$ cat config.mk
export PLATFORM = sky130hd
export DESIGN_NAME = plp_ln
export DESIGN_NICKNAME = d
export VERILOG_FILES = /design/src/rtl/plp_pkg.sv /design/src/rtl/plp_ln.sv
export SDC_FILE = /design/constraint.sdc
export NUM_CORES = 2
export LEC_CHECK = 0
export ABC_AREA = 1
export BUFFER_PORTS_ARGS = -buffer_cell sky130_fd_sc_hd__buf_2
export CORE_ASPECT_RATIO = 0.8
export CORE_MARGIN = 5
export CORE_UTILIZATION = 30
export CTS_CLUSTER_DIAMETER = 80
export DETAILED_ROUTE_END_ITERATION = 6
export PLACE_DENSITY = 0.46
export SETUP_SLACK_MARGIN = 0.02
export SLEW_MARGIN = 30
export SYNTH_ARGS = -nofsm -noshare
export SYNTH_HDL_FRONTEND = slang
export SYNTH_SLANG_ARGS = --single-unit
$ cat constraint.sdc
create_clock -name clk -period 9.2 [get_ports clk]
set_input_delay 0.92 -clock clk [delete_from_list [all_inputs] [get_ports clk]]
set_output_delay 0.92 -clock clk [all_outputs]
set_load 0.005 [all_outputs]
$ cat src/rtl/plp_pkg.sv
// Shared constants, codes and helper functions for the piecewise-linear penalty block.
package plp_pkg;

  localparam int VAL_W = 48;
  localparam int DEN_W = 49;
  localparam int NUM_W = 98;
  localparam int OP_W = 3;
  localparam int CFG_IDX_W = 3;
  localparam int CFG_DATA_W = 28;
  localparam int MUL_STEPS = 49;

  localparam logic [OP_W-1:0] OP_LOOKUP      = 3'd0;
  localparam logic [OP_W-1:0] OP_ADD_DERIV   = 3'd1;
  localparam logic [OP_W-1:0] OP_CLEAR_DERIV = 3'd2;
  localparam logic [OP_W-1:0] OP_WRITE_POINT = 3'd3;
  localparam logic [OP_W-1:0] OP_READ_DERIV  = 3'd4;

  localparam logic [CFG_IDX_W-1:0] CFG_TRANSFORM = 3'd0;
  localparam logic [CFG_IDX_W-1:0] CFG_MIN_POS   = 3'd1;
  localparam logic [CFG_IDX_W-1:0] CFG_MAX_POS   = 3'd2;
  localparam logic [CFG_IDX_W-1:0] CFG_USE_SCORE = 3'd3;
  localparam logic [CFG_IDX_W-1:0] CFG_POINTS    = 3'd4;

  localparam logic [2:0] TR_LN     = 3'd1;
  localparam logic [2:0] TR_LN_P1  = 3'd2;
  localparam logic [2:0] TR_LN_P3  = 3'd3;
  localparam logic [2:0] TR_PLUS3  = 3'd4;

  localparam logic signed [VAL_W-1:0] ONE_Q16 = 48'sd65536;
  localparam logic signed [DEN_W-1:0] ONE_Q16_W = 49'sd65536;
  localparam logic signed [DEN_W-1:0] THREE_Q16_W = 49'sd196608;
  localparam logic signed [VAL_W-1:0] MAX48 = {1'b0, {(VAL_W-1){1'b1}}};
  localparam logic signed [VAL_W-1:0] MIN48 = {1'b1, {(VAL_W-1){1'b0}}};
  localparam logic [39:0] LN2_Q40 = 40'd762123384786;
  localparam logic [29:0] LN2_Q30 = 30'd744261118;

  function automatic logic signed [VAL_W-1:0] sat48(input logic signed [DEN_W-1:0] v);
    logic signed [VAL_W-1:0] r;
    if (v > $signed({MAX48[VAL_W-1], MAX48})) r = MAX48;
    else if (v < $signed({MIN48[VAL_W-1], MIN48})) r = MIN48;
    else r = v[VAL_W-1:0];
    return r;
  endfunction

  function automatic logic [DEN_W-1:0] mag49(input logic signed [DEN_W-1:0] v);
    logic [DEN_W-1:0] r;
    r = v[DEN_W-1] ? DEN_W'(-v) : DEN_W'(v);
    return r;
  endfunction

endpackage

$ cat src/rtl/plp_ln.sv
// Iterative natural log of a positive Q16 value, rounded to Q16; else MIN48.
module plp_ln (
  input  logic                             clk,
  input  logic                             rst,
  input  logic                             start,
  input  logic signed [plp_pkg::VAL_W:0]   arg,
  output logic                             done,
  output logic signed [plp_pkg::VAL_W-1:0] res
);
  import plp_pkg::*;

  typedef enum logic [5:0] {
    L_IDLE = 6'b000001,
    L_NORM = 6'b000010,
    L_SQ   = 6'b000100,
    L_MUL  = 6'b001000,
    L_SUM  = 6'b010000,
    L_RND  = 6'b100000
  } ln_state_t;

  ln_state_t               state;
  logic [VAL_W-1:0]        u;
  logic [5:0]              sh;
  logic [30:0]             m;
  logic [29:0]             f;
  logic [4:0]              k;
  logic [59:0]             pr;
  logic signed [VAL_W-1:0] s;
  logic [61:0]             sq;
  logic [31:0]             t;
  logic signed [6:0]       pe;
  logic signed [VAL_W-1:0] pe_term;

  always_comb begin
    sq = 62'(m) * 62'(m);
    t = sq[61:30];
    pe = 7'sd31 - $signed({1'b0, sh});
    pe_term = VAL_W'(pe) * VAL_W'($signed({1'b0, LN2_Q40}));
  end

  always_ff @(posedge clk) begin
    if (rst) begin
      state <= L_IDLE;
      done <= 1'b0;
    end else begin
      done <= 1'b0;
      case (state)
        L_IDLE: begin
          if (start) begin
            if (arg[VAL_W] || arg == '0) begin
              res <= MIN48;
              done <= 1'b1;
            end else begin
              u <= arg[VAL_W-1:0];
              sh <= '0;
              state <= L_NORM;
            end
          end
        end
        L_NORM: begin
          // Move the leading one to the top, a byte at a time while we can.
          if (u[VAL_W-1]) begin
            m <= u[VAL_W-1:VAL_W-31];
            f <= '0;
            k <= '0;
            state <= L_SQ;
          end else if (u[VAL_W-1:VAL_W-8] == '0) begin
            u <= {u[VAL_W-9:0], 8'h00};
            sh <= sh + 6'd8;
          end else begin
            u <= {u[VAL_W-2:0], 1'b0};
            sh <= sh + 6'd1;
          end
        end
        L_SQ: begin
          m <= t[31] ? t[31:1] : t[30:0];
          f <= {f[28:0], t[31]};
          k <= k + 1'b1;
          if (k == 5'd29) state <= L_MUL;
        end
        L_MUL: begin
          pr <= 60'(f) * 60'(LN2_Q30);
          state <= L_SUM;
        end
        L_SUM: begin
          s <= pe_term + $signed({8'b0, pr[59:20]});
          state <= L_RND;
        end
        L_RND: begin
          res <= (s + 48'sd8388608) >>> 24;
          done <= 1'b1;
          state <= L_IDLE;
        end
        default: state <= L_IDLE;
      endcase
    end
  end

endmodule

## After elaboration in Yosys (flattened, before gate mapping)

Cells that the tools add are included.

- $add $sub $neg: 6
- Reduce and logical (&&, ||, !) cells: 13
- Bitwise logic cells: 1
- Multipliers: 3
- Eq/ne operators: 13
- Mux-type cells: 28

Operator list:

| cell | number |
|---|---|
| $mux 48 | 6 |
| $pmux 48 s2 | 2 |
| $mul 31x31->62 | 1 |
| $mux 31 | 2 |
| $pmux 31 s2 | 1 |
| $pmux 30 s2 | 1 |
| $mul 30x29->59 const B | 1 |
| $logic_not 49->1 | 1 |
| $add 48x25->48 const B | 1 |
| $add 48x41->48 | 1 |
| $mux 6 | 8 |
| $mul 7x40->47 const B | 1 |
| $mux 30 | 1 |
| $pmux 6 s5 | 1 |
| $ne 2x2->1 const B | 6 |
| $pmux 6 s2 | 1 |
| $reduce_and 4->1 | 3 |
| $pmux 5 s2 | 1 |
| $logic_not 8->1 | 1 |
| $sub 5x6->7 const A | 1 |
| $add 6x1->6 const B | 1 |
| $add 6x4->6 const B | 1 |
| $eq 6x1->1 const B | 1 |
| $eq 6x2->1 const B | 1 |
| other kinds (15) | 19 |

- Word-level logic and storage cells: 75
- Register bits: 282

## Depth between registers and ports, before layout

- Word-level depth: 5
- Depth in mapped cells: 34
- Mapped depth without buffers: 34

## Worst setup path before layout

Ideal clock, no wire load.

- Kind: reg2reg
- From: register m[8]
- To: register m[10] (data pin)
- Setup slack: 2.143 ns
- Cell stages (with the launch flop): 31
- Data arrival time: 6.798 ns
- Cells stage by stage: edfxtp_1 > clkbuf_1 > clkbuf_1 > nand2_1 > fa_1 > fa_1 > inv_1 > fa_1 > inv_1 > fa_1 > inv_1 > fa_1 > fa_1 > fa_1 > inv_1 > fa_1 > inv_1 > ha_1 > nand2_1 > nand2_1 > a21boi_0 > o21ai_0 > nand2_1 > nand2_1 > a21oi_1 > nand2_1 > nand2_1 > nand2_2 > buf_6 > nand3_1 > nand3_1

- Longest elaborated chain between the ends: 3

RTL lines:

| what | line | RTL |
|---|---|---|
| start, declared | plp_ln.sv:24 | `logic [30:0] m;` |
| start signal, assigned | plp_ln.sv:63 | `m <= u[VAL_W-1:VAL_W-31];` |
| start signal, assigned | plp_ln.sv:76 | `m <= t[31] ? t[31:1] : t[30:0];` |
| $mul 31x31->62 | plp_ln.sv:35 | `sq = 62'(m) * 62'(m);` |
| $mux 31 | plp_ln.sv:76 |  |
| $pmux 31 s2 | plp_ln.sv:47 | `case (state)` |

No other way between the ends.
A chain may end at the register's enable or synchronous reset.

## Worst setup path after layout

- From: register m[8]
- To: register m[1] (data pin)

The elaborated chain is that of the path after synthesis.

==> results_dict.tcl <==
set metrics [dict create \
    outcome "finished clean" \
    grt_pass1_wl_mm 295 \
    post-route-util_pct 32.7 \
    core_area_um2 201000 \
    antenna_found_initial 0 \
    cp_max_fo 16 \
    yosysWarnings 0 \
    synth.area.top_cells "fa_1, ha_1, inv_1, edfxtp_1, nand2_1" \
    peakVddDrop_uv 521 \
    nNetsFinal 9308 \
    routed_wl_mm 188 \
    grt_max_degree 68 \
    crit_arrival_ps 8960 \
    cts.htree.levels 2 \
    dp_hpwl_mm 162 \
    initial_core_util_pct 30.2 \
    vias_per_cell 4.59 \
    p_per_area_nw_per_um2 341 \
    ios 101 \
    avgSynthCellArea_um2 8.27 \
    crit_type "reg2reg" \
    cts_root_buf "clkbuf_16" \
    setup_tns_ps 0 \
    drtPass1Iterations 6 \
    cts-hold-fix-buffers 0 \
    drt_iter0_markers 3355 \
    place_congestion 0.955 \
    syn-instance-count 7327 \
    synthToLayoutAreaGrowth_pct 8.51 \
    yosysTopAreaCell "fa_1" \
    multi_input_area_um2 45500 \
    power_mw 22.4 \
    synthArstFlopShare_pct 0 \
    maxSlewHeadroom_pct 33.0 \
    numPortBuffers 100 \
    cts_setup_buffers 0 \
    tightest_slew_ps 1010 \
    detailedPlace.worstSlack_ps 791 \
    final_layout_size_suffix_gt1_share_pct 3.87 \
    clockBufferDepth 3 \
    tritoncts "built" \
    timing.final.ws_setup_ps 681 \
    grt.overflow.total 0 \
    ys_ff_latch 216 \
    rsz0062_at_grt "false" \
    insertion_delay_ps 590 \
    hold_viol 0 \
    grt_pass1_vias 49895 \
    post-route-min-period_ps 8520 \
    clkSinkCount 216 \
    min_path_type "reg2reg" \
    cp-end-kind "register" \
    critPathLaunchType "register" \
    slew_violations 0 \
    track_usage_pct 18.0 \
    drc 0 \
    diodes 0 \
    clock-skew-final_ps 29.1 \
    hp-start "u[47]" \
    ant_nets 0 \
    die_h_um 412 \
    finalCritPeriodShare_pct 92.6 \
    seq_area_um2 6420 \
    layout_commonest_cell "inv_1" \
    fp-row-count 147 \
    rr_startpoint "m[8]" \
    wl_per_cell_um 18.6 \
    die_width_um 512 \
    die_area_um2 211000 \
    ys.flop_type "edfxtp_1" \
    p_leak_nw 35.4 \
    setup_viol 0 \
    fill_cells 21385 \
    cp.required_ps 9640 \
    crit_path_start "m[8]" \
    synth_edf_count 209 \
    syn_area_um2 60600 \
    yosysUniqueCellTypes 56 \
    drv_cap 0 \
    path_clk_slew_ps 60 \
    synthDominantCellAreaShare_pct 37.3 \
    max_clock_freq_ghz 0.117 \
    final_cell_mix "inv_1, nand2_1, fa_1" \
    synthesis.nets 9243 \
    vias 46313 \
    numCtsBuffers 34 \
    cts_resized 0 \
    synth_seq_area_share_pct 10.6 \
]
[path summary, 6_finish.rpt]
kind / end / slack [ps] / depth (start not counted)
min reg2reg: state[2] / 580 / 2
min: state[2] / 580 / 2
max reg2reg: m[1] / 680 / 26
max: m[1] / 680 / 26
[routing by layer]
layer,GRT usage [%],vias to the layer above,wire length [µm]
li1,-,22092,-
met1,26.0,22926,89200
met2,28.7,1144,84000
met3,3.15,151,11500
met4,3.00,0,3260
met5,0,-,0
[worst max-delay path: stages, from the launching register on]
cell,delay [ps]
edfxtp_1,950
buf_4,280
buf_4,260
nand2_1,80
inv_1,80
ha_1,250
a31o_2,270
fa_1,460
fa_1,630
inv_1,80
fa_1,490
inv_1,60
fa_1,490
fa_1,580
fa_1,440
fa_1,460
ha_1,330
nand2_1,100
nor2_1,340
nand2_1,160
nor2_1,270
inv_1,90
nor2_1,160
a21oi_1,160
xnor2_1,620
nand3_1,160
nand3_1,120
[synthesized netlist by cell type, types with 4 or more instances]
cell type,n
ha_1,737
nor2_2,5
buf_6,7
nor4_1,24
nand3b_1,5
or2_2,13
a21oi_1,264
clkbuf_1,108
buf_1,12
dfxtp_1,7
a21boi_0,13
o211ai_1,8
edfxtp_1,209
a211oi_1,4
fa_1,1127
o21ai_1,33
nand4_1,55
a21o_1,24
buf_4,26
inv_1,2108
o31ai_1,5
a32o_1,7
nor3_1,34
a31oi_1,28
buf_2,5
o21bai_1,32
nand2_2,5
xnor2_1,40
inv_2,6
o21ai_0,191
o21a_1,16
nor2_1,473
nand3_1,226
xor2_1,89
nand2_1,1349
[cell families (layout without fill, tap and decap cells)]
group                      count (synthesis)  in the layout  synth area share (%)
AOI/OAI and AO/OA                        637            637                  5.88
buffers and inverters                   2275           2365                  14.4
adders and majority gates               1864           1864                  52.5
and+or+nand+nor                         2205           2205                  14.8
DFF                                      216            216                  10.6
other                                      1              1               0.00619
xor gates and xnor gates                 129            129                  1.87
[final cells by class]
| cell class | count | share of cell area, % |
|---|---|---|
| clock buffer | 36 | 1.31 |
| clock inverter | 25 | 0.396 |
| multi-input combinational | 4836 | 69.2 |
| sequential | 216 | 9.76 |
| tap | 2682 | 5.11 |
| timing repair buffer | 187 | 2.10 |
| inverter | 2117 | 12.1 |
[stage by stage]
step	hold WS, ps	instance area (µm²)	cells
after floorplan	496	60600	7327
after global placement	557	64400	10026
after detailed placement	567	64600	10036
after CTS	591	65700	10097
after global routing	619	65700	10099
final	582	65700	10099
[sequential cells by signal, summed over array words and instances, names as in the netlist]
name,flops
done,1
f,30
k,5
m,31
pr,39
res,25
s,25
sh,6
state,6
u,48
[report_power, final]
group,leakage [nW],internal (mW),total (mW),switching (mW)
sequential,1.98,1.39,1.43,0.0379
combinational,32.9,6.25,19.7,13.4
clock,0.537,0.772,1.32,0.545
total,35.4,8.42,22.4,14.0
Power figures use the tool's default switching activity.
