File: src/rtl/plp_pkg.sv
// Shared constants, codes and helper functions for the piecewise-linear penalty block.
package plp_pkg;

  localparam int VAL_W = 48;
  localparam int DEN_W = 49;
  localparam int NUM_W = 98;
  localparam int OP_W = 3;
  localparam int CFG_IDX_W = 3;
  localparam int CFG_DATA_W = 28;
  localparam int MUL_STEPS = 49;

  localparam logic [OP_W-1:0] OP_LOOKUP      = 3'd0;
  localparam logic [OP_W-1:0] OP_ADD_DERIV   = 3'd1;
  localparam logic [OP_W-1:0] OP_CLEAR_DERIV = 3'd2;
  localparam logic [OP_W-1:0] OP_WRITE_POINT = 3'd3;
  localparam logic [OP_W-1:0] OP_READ_DERIV  = 3'd4;

  localparam logic [CFG_IDX_W-1:0] CFG_TRANSFORM = 3'd0;
  localparam logic [CFG_IDX_W-1:0] CFG_MIN_POS   = 3'd1;
  localparam logic [CFG_IDX_W-1:0] CFG_MAX_POS   = 3'd2;
  localparam logic [CFG_IDX_W-1:0] CFG_USE_SCORE = 3'd3;
  localparam logic [CFG_IDX_W-1:0] CFG_POINTS    = 3'd4;

  localparam logic [2:0] TR_LN     = 3'd1;
  localparam logic [2:0] TR_LN_P1  = 3'd2;
  localparam logic [2:0] TR_LN_P3  = 3'd3;
  localparam logic [2:0] TR_PLUS3  = 3'd4;

  localparam logic signed [VAL_W-1:0] ONE_Q16 = 48'sd65536;
  localparam logic signed [DEN_W-1:0] ONE_Q16_W = 49'sd65536;
  localparam logic signed [DEN_W-1:0] THREE_Q16_W = 49'sd196608;
  localparam logic signed [VAL_W-1:0] MAX48 = {1'b0, {(VAL_W-1){1'b1}}};
  localparam logic signed [VAL_W-1:0] MIN48 = {1'b1, {(VAL_W-1){1'b0}}};
  localparam logic [39:0] LN2_Q40 = 40'd762123384786;
  localparam logic [29:0] LN2_Q30 = 30'd744261118;

  function automatic logic signed [VAL_W-1:0] sat48(input logic signed [DEN_W-1:0] v);
    logic signed [VAL_W-1:0] r;
    if (v > $signed({MAX48[VAL_W-1], MAX48})) r = MAX48;
    else if (v < $signed({MIN48[VAL_W-1], MIN48})) r = MIN48;
    else r = v[VAL_W-1:0];
    return r;
  endfunction

  function automatic logic [DEN_W-1:0] mag49(input logic signed [DEN_W-1:0] v);
    logic [DEN_W-1:0] r;
    r = v[DEN_W-1] ? DEN_W'(-v) : DEN_W'(v);
    return r;
  endfunction

endpackage

File: src/rtl/plp_div.sv
// Restoring signed divider, one quotient bit per cycle, saturating to 48 bits.
module plp_div (
  input  logic                                 clk,
  input  logic                                 rst,
  input  logic                                 start,
  input  logic signed [plp_pkg::NUM_W-1:0]     num,
  input  logic signed [plp_pkg::DEN_W-1:0]     den,
  output logic                                 done,
  output logic signed [plp_pkg::VAL_W-1:0]     quo
);
  import plp_pkg::*;

  localparam int CNT_W = $clog2(NUM_W);

  logic             busy;
  logic [CNT_W-1:0] cnt;
  logic [NUM_W-1:0] dividend;
  logic [DEN_W-1:0] dmag;
  logic [DEN_W-1:0] rem;
  logic [VAL_W:0]   q;
  logic             ovf;
  logic             neg;
  logic [DEN_W:0]   rem_sh;
  logic [DEN_W:0]   rem_sub;
  logic             fits;

  always_comb begin
    rem_sh = {rem, dividend[NUM_W-1]};
    rem_sub = rem_sh - {1'b0, dmag};
    fits = (rem_sh >= {1'b0, dmag});
  end

  always_ff @(posedge clk) begin
    if (rst) begin
      busy <= 1'b0;
      done <= 1'b0;
      cnt <= '0;
    end else begin
      done <= 1'b0;
      if (start) begin
        busy <= 1'b1;
        cnt <= '0;
      end else if (busy) begin
        cnt <= cnt + 1'b1;
        if (cnt == CNT_W'(NUM_W - 1)) begin
          busy <= 1'b0;
          done <= 1'b1;
        end
      end
    end
  end

  always_ff @(posedge clk) begin
    if (start) begin
      dividend <= num[NUM_W-1] ? NUM_W'(-num) : NUM_W'(num);
      dmag <= mag49(den);
      rem <= '0;
      q <= '0;
      ovf <= 1'b0;
      neg <= num[NUM_W-1] ^ den[DEN_W-1];
    end else if (busy) begin
      dividend <= {dividend[NUM_W-2:0], 1'b0};
      rem <= fits ? rem_sub[DEN_W-1:0] : rem_sh[DEN_W-1:0];
      // Quotient bits that leave the top only matter as an overflow mark.
      q <= {q[VAL_W-1:0], fits};
      ovf <= ovf | q[VAL_W];
    end
  end

  always_comb begin
    if (!neg) begin
      quo = (ovf || q > {2'b00, {(VAL_W-1){1'b1}}}) ? MAX48 : q[VAL_W-1:0];
    end else begin
      quo = (ovf || q > {2'b01, {(VAL_W-1){1'b0}}}) ? MIN48 : VAL_W'(-q);
    end
  end

endmodule

File: config.mk
export PLATFORM = sky130hd
export DESIGN_NAME = plp_div
export DESIGN_NICKNAME = d
export VERILOG_FILES = /design/src/rtl/plp_pkg.sv /design/src/rtl/plp_div.sv
export SDC_FILE = /design/constraint.sdc
export NUM_CORES = 1
export LEC_CHECK = 0
export ABC_AREA = 1
export BUFFER_PORTS_ARGS = -buffer_cell sky130_fd_sc_hd__buf_4
export CAP_MARGIN = 20
export CORE_UTILIZATION = 25
export CTS_BUF_LIST = sky130_fd_sc_hd__clkbuf_4 sky130_fd_sc_hd__clkbuf_8
export DETAILED_ROUTE_END_ITERATION = 10
export RECOVER_POWER = 50
export SYNTH_ARGS = -nofsm -noshare
export SYNTH_HDL_FRONTEND = slang
export SYNTH_SLANG_ARGS = --single-unit
File: constraint.sdc
create_clock -name clk -period 5.2 [get_ports clk]
set_clock_uncertainty 0.1 [all_clocks]
set_input_delay 1.04 -clock clk [delete_from_list [all_inputs] [get_ports clk]]
set_output_delay 1.04 -clock clk [all_outputs]
set_load 0.005 [all_outputs]
-- Word-level counts from Yosys, hierarchy flattened
Index checks and enable logic that the tools add are counted.
- add/subtract/negate cells: 5
- order comparisons: 3
- equality and inequality tests: 1
- mux-type cells: 12
- bitwise logic cells: 3
- reduce and logical (&&, ||, !) cells: 5
- operator list (kind ; count):
    two-way mux 98 bit ; 3
    two-way mux 48 bit ; 4
    negator 98 bit ; 1
    greater-or-equal comparator 50 x 49 -> 1 bit ; 1
    greater-than comparator 49 x 47 -> 1 bit, second input constant ; 1
    greater-than comparator 49 x 48 -> 1 bit, second input constant ; 1
    two-way mux 49 bit ; 1
    negator 49 bit ; 1
    subtractor 49 bit ; 1
    negator 48 bit ; 1
    adder 7 x 1 -> 7 bit, second input constant ; 1
    == test 7 bit, second input constant ; 1
    two-way mux 1 bit ; 4
    OR reduction 3 bit ; 1
    logical OR 1 bit ; 2
    nonzero test 2 bit ; 1
    OR reduction 2 bit ; 1
    inverter 1 bit ; 1
    bitwise OR 1 bit ; 1
    XOR 1 bit ; 1
- register bits: 256

-- Logic depth before layout (Yosys ltp)
- depth in word-level cells: 4
- gate-level depth with buffers: 20
- mapped depth without buffers: 18

-- Least setup slack after synthesis
Ideal clock, no wire load.
- path type: input to register
- start point: in start
- end point: reg dividend[0] (enable)
- data arrival time: 4.292 ns
- path slack: 0.307 ns
- stages: 4
- path buffers: 2
- cells stage by stage: clkbuf_1 nor2_1 inv_1 clkbuf_1
- cells in the longest elaborated chain, start to end: 1
- ends and longest elaborated chain (item ; line ; text):
    from (decl) ; plp_div.sv:5 ; input logic start,
    nonzero test 2 bit (no source line) ; n/a ;
    to (signal assigned) ; plp_div.sv:55 ; dividend <= num[NUM_W-1] ? NUM_W'(-num) : NUM_W'(num);
    to (signal assigned) ; plp_div.sv:62 ; dividend <= {dividend[NUM_W-2:0], 1'b0};
    to (decl) ; plp_div.sv:17 ; logic [NUM_W-1:0] dividend;
Every way passes these cells.
A chain may end at the register's enable or synchronous reset.

-- Worst setup path in the final report
- start point: reg q[9]
- end point: out quo[46] in the netlist's numbering
- cells in the longest elaborated chain, start to end: 4
- elaborated cells between the ends (all ways): 8
- classes of those cells: add/sub: 1; order compare: 2; mux: 3; reduce/logical: 2
- ends and longest elaborated chain (item ; line ; text):
    from (decl) ; plp_div.sv:20 ; logic [VAL_W:0] q;
    from (signal assigned) ; plp_div.sv:65 ; q <= {q[VAL_W-1:0], fits};
    greater-than comparator 49 x 47 -> 1 bit / greater-than comparator 49 x 48 -> 1 bit (equally long branches) ; plp_div.sv:72, plp_div.sv:74 ;
    logical OR 1 bit (on tied branches) ; plp_div.sv:72, plp_div.sv:74 ;
    two-way mux 48 bit (on tied branches) ; plp_div.sv:72, plp_div.sv:74 ;
    two-way mux 48 bit (*) ; plp_div.sv:71 ; if (!neg) begin
    to (decl) ; plp_div.sv:9 ; output logic signed [plp_pkg::VAL_W-1:0] quo
Every way passes the cells marked *; elsewhere a longest branch is shown, timed or not.

==> results by group <==
Clock tree
  • Clock root buffer: clkbuf_8
  • Worst-case clock buffer depth: 3
  • CTS tree: done
  • Clock insertion delay at the later pin of the skew report: 0.65 ns
  • CTS Sinks: 256
  • Clock transition at path regs: 0.06 ns
  • Hold buffer count at CTS: 0
  • Post-CTS resize count: 0
  • H-tree levels: 2
  • Cts bufs inserted: 49
  • Setup Fix Bufs, Post-CTS: 0

Critical path
  • Reg2Reg Depth: 4
  • Critical path launch point type: register
  • Worst flop-to-flop path endpoint: dividend[12]
  • Crit path max-delay family: simple AND/OR/NAND/NOR gates
  • CP Buf/Inv Count: 2
  • Levels on crit path: 9
  • Worst reg-to-reg setup slack: 0.85 ns
  • Arr. time, crit path: 3.24 ns
  • CP Cell Sequence: inv_2, nor4_1, nand4_1, nor2_1, nand2_1, nand2_1, nand2_1, o211ai_1, buf_4
  • Slowest CP cell: nand2_1
  • CP endpoint: quo[46]
  • Setup CP Type: reg2out
  • Crit Path Max Fanout: 20
  • Critical Path End Type: output pin
  • Reg2Reg Launch Point: busy
  • Worst path required time: 4.06 ns
  • Largest stage delay on the critical path: 0.50 ns
  • Worst setup startpoint: q[9]
  • Cell mode on critical path: nand2_1

Detailed routing
  • Residual DRC: 0
  • Detailed-route via count: 21,400
  • Drt total wl: 74.1 mm
  • DR vias/cell: 4.75
  • Final antenna-violating net count: 0
  • DRT Pass-1 Iters: 5
  • WL/cell: 16.5 um
  • DR iter-0 viols: 1,567

STA
  • Sum of negative setup slack: 0 ns
  • RSZ-0062 raised after global routing: false
  • Worst Tran Pin Value: 3.05 ns
  • Period utilization: 84.2%
  • Tmin final: 4.38 ns
  • Rel. slew slack: -103%
  • FMAX: 228 MHz
  • Endpoints failing setup: 0
  • Final-report hold violation count: 0
  • Pins Over Slew Limit: 294

Synthesis
  • Post-synthesis register bit count: 256
  • EDFF count, synth: 148
  • XOR/XNOR share of the synthesized area: 7.77%
  • Sequential fraction of the synthesis area: 31.7%
  • Netlist cell types: 46
  • Total nets after synthesis: 3,418
  • Largest family of logic cells by synthesized area: simple AND/OR/NAND/NOR gates
  • Syn avg cell area: 6.49 sq um
  • Synth Area in Simple Gates: 36.3%
  • Async SR Flop Fraction: 0%
  • Mapped Cells: 3,212
  • Cell Area, Synth: 20,900 sq um
  • Ys flop type: edfxtp_1
  • Adder-cell share of the synthesized area: 3.40%
  • Yosys warns: 0
  • Compound-Gate Fraction of Synth Area: 10.2%
  • Mux contribution to synthesized area: 0%

Die
  • Die height: 291 um
  • Horiz. Die Dim: 291 um
  • Row Count: 105
  • Io pins: 199
  • DIE AREA: 84,600 sq um
  • Initial Util: 25.3%
  • CORE AREA: 82,400 sq um

GRT
  • GRT Total Usage: 17.1%
  • Largest net degree at the start of global routing: 108
  • Vias in the first global route: 20,400
  • Overflow after GRT: 0
  • First-pass GRT wire length: 115 mm
  • Initial antenna violation count: 0

Layout
  • Layout cells sized above 1: 10.7%
  • Fin nets: 3,590
  • # diodes: 0
  • Final Instance Count excl. Fillers: 4,495
  • Area growth from synthesis to layout: 17.2%

Run status
  • Status: complete, but fails checks
  • Failing checks: max-capacitance violations, max-slew violations

Place
  • Placed Cells: 4,402
  • IO buf count: 198
  • Placer Congestion: 0.991
  • Post-DP HPWL: 58.4 mm

Worst hold path
  • HP Class: reg2reg

Power and ir drop
  • Max IR drop VDD: 0.177 mV
  • PwrDens: 226 nW/um^2
  • Overall power: 5.52 mW
  • Leakage power: 11.2 nW

Job
  • Max-Cap Viols: 4
[cells by family after synthesis]
family / after synthesis
compound gates: 378
simple gates: 1766
fa+ha+maj: 56
xor+xnor: 185
buf+inv: 571
flops: 256
[metrics by stage]
stage | area, sq um | utilization (%) | hold WS (ns) | setup WS (ns)
after floorplan | 20900 | - | 0.343 | 0.307
after global placement | 23400 | 28.4 | 0.361 | 1.52
after detailed placement | 23400 | 28.4 | 0.364 | 1.50
after CTS | 24500 | 29.7 | 0.373 | 0.748
after global routing | 24500 | 29.7 | 0.390 | 0.510
final | 24500 | 29.7 | 0.373 | 0.819
[worst min path at each step]
| stage | endpoint | slack (ns) | depth (start not counted) | start |
|---|---|---|---|---|
| floorplan | rem[28] | 0.34 | 2 | rem[28] |
| global placement | rem[21] | 0.36 | 2 | rem[21] |
| detailed placement | rem[28] | 0.36 | 2 | rem[28] |
| CTS | busy | 0.37 | 2 | rst |
| global route | rem[14] | 0.39 | 2 | rem[14] |
| finish | rem[36] | 0.37 | 2 | rem[36] |
[power by group]
part / internal (mW) / switching (mW) / total, mW
clock: 1.32 / 0.991 / 2.31
sequential: 2.31 / 0.0398 / 2.35
combinational: 0.285 / 0.577 / 0.862
[area by class of cell]
cell class	instances	area, sq um
sequential	256	6610
clock inverter	29	305
tap	1070	1340
multi-input combinational	2385	12000
timing repair buffer	214	1600
fill	9145	57900
inverter	478	1800
clock buffer	63	798
[tightest hold or removal path, cell delays in order, from the launching register on]
cell and delay (ns):
dfxtp_1 0.32, nand2_1 0.06, nand2_1 0.05
[cell usage in the layout, fill, tap and decap left out, types with 14 or more instances in the layout]
cell type,n
nand2_1,880
inv_1,463
nor2_1,421
nand3_1,207
buf_4,203
xor2_1,155
edfxtp_1,148
o21ai_0,146
dfxtp_1,108
nand4_1,103
a21oi_1,69
ha_1,55
clkbuf_8,52
nor3_1,51
o22ai_1,48
a31oi_1,39
xnor2_1,30
o21ai_1,29
nor2_2,27
nor4_1,20
o21bai_1,14
[state kept, by name, summed over array words and instances, names as in the netlist]
signal	count
done	1
ovf	1
rem	49
dividend	98
cnt	7
dmag	49
neg	1
q	49
busy	1
[Yosys cell counts (all sizes together), types with 2 or more instances]
library cell,n,share of area [%]
dfxtp,108,10
nand2,886,16
a31oi,39,1.2
nand4,103,3.1
or2,21,0.63
nand3,212,5.2
a21oi,69,1.7
xnor2,30,1.3
o21ai,182,4.5
xor2,155,6.5
inv,477,8.6
nor2,452,8.6
o31ai,10,0.36
edfxtp,148,21
nor3,54,1.4
o211ai,13,0.47
ha,55,3.3
o21bai,14,0.50
a211oi,2,0.072
nor3b,5,0.18
nor4,20,0.60
clkbuf,60,1.1
o22ai,48,1.4
buf,33,1.0
and3,2,0.060
nand3b,8,0.29
and2,2,0.060
[layer usage]
metal	wire length, um	global-route usage [%]	share of wire [%]	vias to the layer above
li1	-	-	-	10800
met3	3880	2.50	5.2	138
met5	0	0	0	-
met2	34800	29.1	47	624
met1	32900	21.8	44	9849
met4	2550	6.19	3.4	0
Note: power is estimated with default switching activity, not from simulation.
